==> config.mk <==
export PLATFORM = sky130hd
export DESIGN_NAME = tmsw_seq
export DESIGN_NICKNAME = d
export VERILOG_FILES = /design/src/hw/rtl/tmsw_pkg.sv /design/src/hw/rtl/tmsw_seq.sv
export SDC_FILE = /design/constraint.sdc
export NUM_CORES = 1
export LEC_CHECK = 0
export BUFFER_PORTS_ARGS = -buffer_cell sky130_fd_sc_hd__buf_2
export CAP_MARGIN = 20
export CORE_ASPECT_RATIO = 1.2
export CORE_MARGIN = 3
export CORE_UTILIZATION = 45
export DETAILED_ROUTE_END_ITERATION = 12
export PLACE_DENSITY_LB_ADDON = 0.2
export SLEW_MARGIN = 0
export SYNTH_ARGS = -nofsm -noshare
export SYNTH_HDL_FRONTEND = slang
export SYNTH_SLANG_ARGS = --single-unit
export TNS_END_PERCENT = 50
==> constraint.sdc <==
create_clock -name aclk -period 3.2 [get_ports aclk]
set_input_delay 0 -clock aclk [delete_from_list [all_inputs] [get_ports aclk]]
set_output_delay 0 -clock aclk [all_outputs]
set_load 0.01 [all_outputs]
==> src/hw/rtl/tmsw_pkg.sv <==
// ----------------------------------------------------------------------------
// Text mode screen writer package
// Geometry, field widths, codes and shared types.
// ----------------------------------------------------------------------------
package tmsw_pkg;

    // screen geometry
    localparam int COLUMNS    = 80;
    localparam int ROWS       = 24;
    localparam int CELLS      = ROWS * COLUMNS;
    localparam int COPY_CELLS = (ROWS - 1) * COLUMNS;
    localparam int LAST_CELL  = CELLS - 1;

    // widths
    localparam int CELL_W   = 16;
    localparam int ATTR_W   = 8;
    localparam int GLYPH_W  = 8;
    localparam int CODE_W   = 9;
    localparam int IDX_W    = 11;
    localparam int CURSOR_W = 11;
    localparam int ADDR_W   = $clog2(CELLS);
    localparam int COL_W    = $clog2(COLUMNS);
    localparam int ROW_W    = $clog2(ROWS + 1);
    localparam int POS_W    = ADDR_W + 1;

    localparam int S_TDATA_W = 24;
    localparam int M_TDATA_W = 32;

    // codes
    localparam logic [CODE_W-1:0]  CODE_NEWLINE   = 9'd10;
    localparam logic [CODE_W-1:0]  CODE_BACKSPACE = 9'h100;
    localparam logic [GLYPH_W-1:0] BLANK_GLYPH    = 8'h20;
    localparam logic [ATTR_W-1:0]  ATTR_RESET     = 8'h07;
    localparam logic               CMD_PUT        = 1'b0;
    localparam logic               CMD_READ       = 1'b1;

    typedef enum logic [2:0] {
        ST_CLEAR,
        ST_IDLE,
        ST_SCROLL,
        ST_ZERO,
        ST_BLANK,
        ST_READ,
        ST_HOLD
    } state_t;

    typedef struct packed {
        logic              cmd;
        logic [CODE_W-1:0] code;
        logic [IDX_W-1:0]  idx;
    } item_t;

    typedef struct packed {
        logic              wr_en;
        logic [ADDR_W-1:0] wr_addr;
        logic [CELL_W-1:0] wr_data;
        logic              rd_en;
        logic [ADDR_W-1:0] rd_addr;
    } mem_req_t;

    typedef struct packed {
        logic                load;
        logic [CURSOR_W-1:0] cursor;
        logic [CELL_W-1:0]   data;
    } result_t;

endpackage

==> src/hw/rtl/tmsw_seq.sv <==
// ----------------------------------------------------------------------------
// Text mode screen writer sequencer
// Cursor tracking, put/read decode, scroll and clear sweeps over the cell RAM.
// ----------------------------------------------------------------------------
module tmsw_seq (
    input  logic                       aclk,
    input  logic                       aresetn,
    input  logic                       in_valid,
    output logic                       in_ready,
    input  tmsw_pkg::item_t            item,
    input  logic [tmsw_pkg::ATTR_W-1:0] attr,
    input  logic                       out_free,
    output tmsw_pkg::mem_req_t         mem_req,
    input  logic [tmsw_pkg::CELL_W-1:0] rd_data,
    output tmsw_pkg::result_t          res
);

    tmsw_pkg::state_t state_reg, state_next;

    logic [tmsw_pkg::ADDR_W-1:0] pos_reg, pos_next;
    logic [tmsw_pkg::ROW_W-1:0]  row_reg, row_next;
    logic [tmsw_pkg::COL_W-1:0]  col_reg, col_next;
    logic [tmsw_pkg::ADDR_W-1:0] swp_reg, swp_next;
    logic                        oob_reg, oob_next;
    logic [tmsw_pkg::CELL_W-1:0] cell_reg, cell_next;

    // cursor after a put, before any scroll
    logic [tmsw_pkg::POS_W-1:0]  put_pos;
    logic [tmsw_pkg::ROW_W-1:0]  put_row;
    logic [tmsw_pkg::COL_W-1:0]  put_col;
    logic                        put_wrap;
    logic                        is_plain;
    logic                        idx_ok;
    logic                        swp_last;
    logic                        swp_copy_end;
    logic [tmsw_pkg::CELL_W-1:0] read_cell;

    assign in_ready     = (state_reg == tmsw_pkg::ST_IDLE);
    assign is_plain     = (item.code != tmsw_pkg::CODE_NEWLINE) &&
                          (item.code != tmsw_pkg::CODE_BACKSPACE);
    assign idx_ok       = 32'(item.idx) < 32'(tmsw_pkg::CELLS);
    assign swp_last     = (swp_reg == tmsw_pkg::ADDR_W'(tmsw_pkg::LAST_CELL));
    assign swp_copy_end = (swp_reg == tmsw_pkg::ADDR_W'(tmsw_pkg::COPY_CELLS));
    assign read_cell    = oob_reg ? '0 : rd_data;
    assign put_wrap     = (put_row == tmsw_pkg::ROW_W'(tmsw_pkg::ROWS));

    always_comb begin
        put_pos = {1'b0, pos_reg};
        put_row = row_reg;
        put_col = col_reg;
        if (item.code == tmsw_pkg::CODE_NEWLINE) begin
            put_pos = {1'b0, pos_reg} + tmsw_pkg::POS_W'(tmsw_pkg::COLUMNS)
                      - tmsw_pkg::POS_W'(col_reg);
            put_row = row_reg + 1'b1;
            put_col = '0;
        end else if (item.code == tmsw_pkg::CODE_BACKSPACE) begin
            if (pos_reg != '0) begin
                put_pos = {1'b0, pos_reg} - 1'b1;
                if (col_reg == '0) begin
                    put_col = tmsw_pkg::COL_W'(tmsw_pkg::COLUMNS - 1);
                    put_row = row_reg - 1'b1;
                end else begin
                    put_col = col_reg - 1'b1;
                end
            end
        end else begin
            put_pos = {1'b0, pos_reg} + 1'b1;
            if (col_reg == tmsw_pkg::COL_W'(tmsw_pkg::COLUMNS - 1)) begin
                put_col = '0;
                put_row = row_reg + 1'b1;
            end else begin
                put_col = col_reg + 1'b1;
            end
        end
    end

    // next state
    always_comb begin
        state_next = state_reg;
        unique case (state_reg)
            tmsw_pkg::ST_CLEAR: begin
                if (swp_last) state_next = tmsw_pkg::ST_IDLE;
            end
            tmsw_pkg::ST_IDLE: begin
                if (in_valid) begin
                    if (item.cmd == tmsw_pkg::CMD_READ) begin
                        state_next = tmsw_pkg::ST_READ;
                    end else if (put_wrap) begin
                        state_next = tmsw_pkg::ST_SCROLL;
                    end else begin
                        state_next = tmsw_pkg::ST_BLANK;
                    end
                end
            end
            tmsw_pkg::ST_SCROLL: begin
                if (swp_copy_end) state_next = tmsw_pkg::ST_ZERO;
            end
            tmsw_pkg::ST_ZERO: begin
                if (swp_last) state_next = tmsw_pkg::ST_BLANK;
            end
            tmsw_pkg::ST_BLANK,
            tmsw_pkg::ST_READ,
            tmsw_pkg::ST_HOLD: begin
                state_next = out_free ? tmsw_pkg::ST_IDLE : tmsw_pkg::ST_HOLD;
            end
            default: state_next = tmsw_pkg::ST_IDLE;
        endcase
    end

    // memory requests, result and datapath updates
    always_comb begin
        mem_req    = '0;
        res.load   = 1'b0;
        res.cursor = tmsw_pkg::CURSOR_W'(pos_reg);
        res.data   = cell_reg;
        pos_next   = pos_reg;
        row_next   = row_reg;
        col_next   = col_reg;
        swp_next   = swp_reg;
        oob_next   = oob_reg;
        cell_next  = cell_reg;
        unique case (state_reg)
            tmsw_pkg::ST_CLEAR,
            tmsw_pkg::ST_ZERO: begin
                mem_req.wr_en   = 1'b1;
                mem_req.wr_addr = swp_reg;
                mem_req.wr_data = '0;
                swp_next        = swp_reg + 1'b1;
            end
            tmsw_pkg::ST_IDLE: begin
                swp_next = '0;
                if (in_valid) begin
                    if (item.cmd == tmsw_pkg::CMD_READ) begin
                        mem_req.rd_en   = idx_ok;
                        mem_req.rd_addr = tmsw_pkg::ADDR_W'(item.idx);
                        oob_next        = !idx_ok;
                    end else begin
                        mem_req.wr_en   = is_plain;
                        mem_req.wr_addr = pos_reg;
                        mem_req.wr_data = {attr, item.code[tmsw_pkg::GLYPH_W-1:0]};
                        if (put_wrap) begin
                            // scroll always lands at the start of the bottom row
                            pos_next = tmsw_pkg::ADDR_W'(tmsw_pkg::COPY_CELLS);
                            row_next = tmsw_pkg::ROW_W'(tmsw_pkg::ROWS - 1);
                            col_next = '0;
                        end else begin
                            pos_next = tmsw_pkg::ADDR_W'(put_pos);
                            row_next = put_row;
                            col_next = put_col;
                        end
                    end
                end
            end
            tmsw_pkg::ST_SCROLL: begin
                // read one row ahead, write the registered previous read one row up
                mem_req.rd_en   = !swp_copy_end;
                mem_req.rd_addr = swp_reg + tmsw_pkg::ADDR_W'(tmsw_pkg::COLUMNS);
                mem_req.wr_en   = (swp_reg != '0);
                mem_req.wr_addr = swp_reg - 1'b1;
                mem_req.wr_data = rd_data;
                swp_next        = swp_copy_end ? swp_reg : swp_reg + 1'b1;
            end
            tmsw_pkg::ST_BLANK: begin
                mem_req.wr_en   = 1'b1;
                mem_req.wr_addr = pos_reg;
                mem_req.wr_data = {attr, tmsw_pkg::BLANK_GLYPH};
                res.load        = out_free;
                res.data        = '0;
                cell_next       = '0;
            end
            tmsw_pkg::ST_READ: begin
                res.load  = out_free;
                res.data  = read_cell;
                cell_next = read_cell;
            end
            tmsw_pkg::ST_HOLD: begin
                res.load = out_free;
            end
            default: ;
        endcase
    end

    always_ff @(posedge aclk) begin
        if (!aresetn) begin
            state_reg <= tmsw_pkg::ST_CLEAR;
            pos_reg   <= '0;
            row_reg   <= '0;
            col_reg   <= '0;
            swp_reg   <= '0;
            oob_reg   <= 1'b0;
        end else begin
            state_reg <= state_next;
            pos_reg   <= pos_next;
            row_reg   <= row_next;
            col_reg   <= col_next;
            swp_reg   <= swp_next;
            oob_reg   <= oob_next;
        end
    end

    always_ff @(posedge aclk) begin
        cell_reg <= cell_next;
    end

endmodule

==> flow_summary.yaml <==
run_status:
  status: "finished clean"
final_layout:
  drive_gt1_share_pct: 23.0
  syn_to_final_growth_pct: 24.0
  fin_util_pct: 58.4
  antenna_cells: 0
  fin_area_um2: 5670
  final_cells: 845
  mostFrequentLayoutCells: "buf_2 (117), dfxtp_1 (54), nand2_1 (49)"
  finalNetCount: 806
  final_common_cell: "buf_2"
  largest_register_ffs: 16
grt:
  gr-usage-all-layers_pct: 24.1
  grt_pass1_wl_um: 22900
  grt_max_degree: 27
  grt_pass1_vias: 4864
  antenna_found_initial: 0
  grt-ovfl-total: 0
logic_synthesis:
  synth_cells: 593
  synth_edf_count: 0
  seq_area_frac_synth_pct: 23.7
  synth_top_family_by_area: "compound AO/OA/AOI/OAI gates"
  yosys.area_share.adder_pct: 10.2
  async_flop_share_pct: 0
  synth_ff_type: "dfxtp_1"
  synth-xor-area-share_pct: 6.49
  ys_seq_elements: 54
  synthMuxAreaShare_pct: 0.876
  syn-num-nets: 678
  yosys.area_share.simple_pct: 23.0
  synth-compound-area-share_pct: 29.5
  synth.distinct_cells: 71
  ys_warn_count: 0
  syn-cell-area_um2: 4570
  avgSynthCellArea_um2: 7.70
cts:
  clockRootBuffer: "clkbuf_16"
  cts_buffer_depth: 2
  cts_max_level: 2
  clock_sinks: 54
  cts_inserted_buffers: 5
  clk_pin_slew_ns: 0.08
  cts_tree: "yes"
  insertion_delay_ns: 0.30
drt:
  drcViolationCount: 0
  ant_nets: 0
  drt_wl_total_um: 14200
  vias_per_cell: 6.01
  wl_per_cell_um: 16.9
  drt_iter0_drc: 264
  drt-pass1-iter-count: 6
  vias: 5076
placed_design:
  post_dp_cell_area_um2: 5350
  dp_hpwl_um: 10600
  io_buffers: 117
  gp_congestion: 0.875
  placed_cells: 821
flow_run:
  drv_cap: 0
min_path:
  whs_path_depth: 3
  hold_class: "primary input to flip-flop"
critical_path:
  startpoint_type: "flip-flop"
  reg2reg_depth: 11
  arrival_ns: 3.21
  required_ns: 3.45
  ff2ff_setup_slack_ns: 0.24
  worst-setup-path-type: "flip-flop to flip-flop"
  crit_fanout: 10
  critPathCaptureType: "flip-flop"
floorplan:
  coreArea_um2: 9710
  die_w_um: 98.0
  dieHeight_um: 116
  num_io_pins: 118
  start_util_pct: 47.0
  num_rows: 39
  dieArea_um2: 11400
sta:
  drv_slew: 0
  skew_ns: 0.00364
  tns_ns: 0
  max_clock_freq_mhz: 338
  rsz0062_at_grt: "false"
  setup_violations: 0
  finalCritPeriodShare_pct: 92.5
  tightest_slew_ns: 0.950
  post-route-min-period_ns: 2.96
  hold_viol_final: 0
  relSlewSlack_pct: 36.3
  whs_ns: 0.0666
power_and_ir_drop:
  powerDensity_nw_per_um2: 246
  p_leak_nw: 2.62
  irDropWorstVdd_mv: 0.185
[stage by stage]
step           power [mW]  worst slack, ns
2_1_floorplan       0.743            0.276
3_3_place_gp        0.793            0.287
3_5_place_dp        0.795            0.255
4_1_cts              1.40            0.207
5_1_grt              1.44          0.00127
6_report             1.39            0.240
[logic make-up (layout without fill, tap and decap cells)]
group / count (synthesis) / after routing
AO/OA/AOI/OAI: 189 / 189
XOR/XNOR: 33 / 33
flip-flops: 54 / 54
AND/OR/NAND/NOR: 203 / 203
multiplexers: 4 / 4
buffers and inverters: 74 / 203
adder cells (fa/ha/maj): 36 / 36
[critical path: stages, from the launching register on]
cell and delay [ns]:
dfxtp_1 0.39, inv_1 0.14, ha_1 0.19, or3b_4 0.42
nor4_4 0.34, nand4_1 0.17, a21boi_1 0.17, xor2_1 0.26
nand4_2 0.25, buf_4 0.25, a21oi_1 0.13, o221a_1 0.18
[layout make-up]
type | count | area (um^2)
flip-flops and latches | 54 | 1080
fillers | 945 | 4040
inverters | 39 | 146
well taps | 123 | 154
multi-input cells | 465 | 3210
clock inverters | 3 | 28.8
clock buffers | 5 | 125
repair buffers | 156 | 918
[per-layer routing]
metal  part of all wire, %  vias up  track usage [%]
li1                      -     2469                -
met3                   6.1       23             3.11
met5                     0        -                0
met4                   1.7        0             8.31
met1                    42     2385             30.1
met2                    50      199             43.1
[final timing paths]
| path | start | endpoint |
|---|---|---|
| max reg2reg | col_reg[0]$_SDFFE_PN0P_ | pos_reg[10]$_SDFFE_PN0P_ |
| min | item[20] | state_reg[2]$_SDFFE_PN0P_ |
| max | col_reg[0]$_SDFFE_PN0P_ | pos_reg[10]$_SDFFE_PN0P_ |
| min reg2reg | cell_reg[5]$_DFF_P_ | cell_reg[5]$_DFF_P_ |
[report_power, final]
part / internal [mW] / switching [mW]
Combinational: 0.0579 / 0.0593
Sequential: 0.674 / 0.00531
Clock: 0.302 / 0.296
Total: 1.03 / 0.361
[synthesized netlist by cell type, types with 3 or more instances]
cell        n  area share [%]
dfxtp_1    54              24
nand2_1    49             4.0
nor2_1     48             3.9
o21ai_0    42             4.6
inv_1      38             3.1
a22o_1     35             6.7
ha_1       34             9.3
nand3_1    31             3.4
a21oi_1    30             3.3
clkbuf_1   30             2.5
xnor2_1    18             3.5
nor3_1     14             1.5
xor2_1     14             2.7
nand4_1    11             1.5
or3_1      10             1.4
a31oi_1     8             1.1
a211oi_1    7             1.2
o211a_1     7             1.5
nor2b_1     6            0.82
nor4_1      6            0.82
o21a_1      6            0.99
and3_1      5            0.68
o22ai_1     5            0.68
and4_1      4            0.77
mux2i_1     4            0.88
o211ai_1    4            0.66
a21boi_0    3            0.49
a21o_1      3            0.49
o2111ai_1   3            0.58
o221ai_1    3            0.58
o31ai_1     3            0.49
[timing repair]
item | 4_1_cts | 5_1_grt
gates resized for setup | 0 | 2
hold buffers | 16 | 0
endpoints found under the setup margin | 0 | 2
endpoints found under the hold margin | 16 | 0
buffers inserted | 0 | 0
No activity file was read; power rests on OpenSTA's default activity.
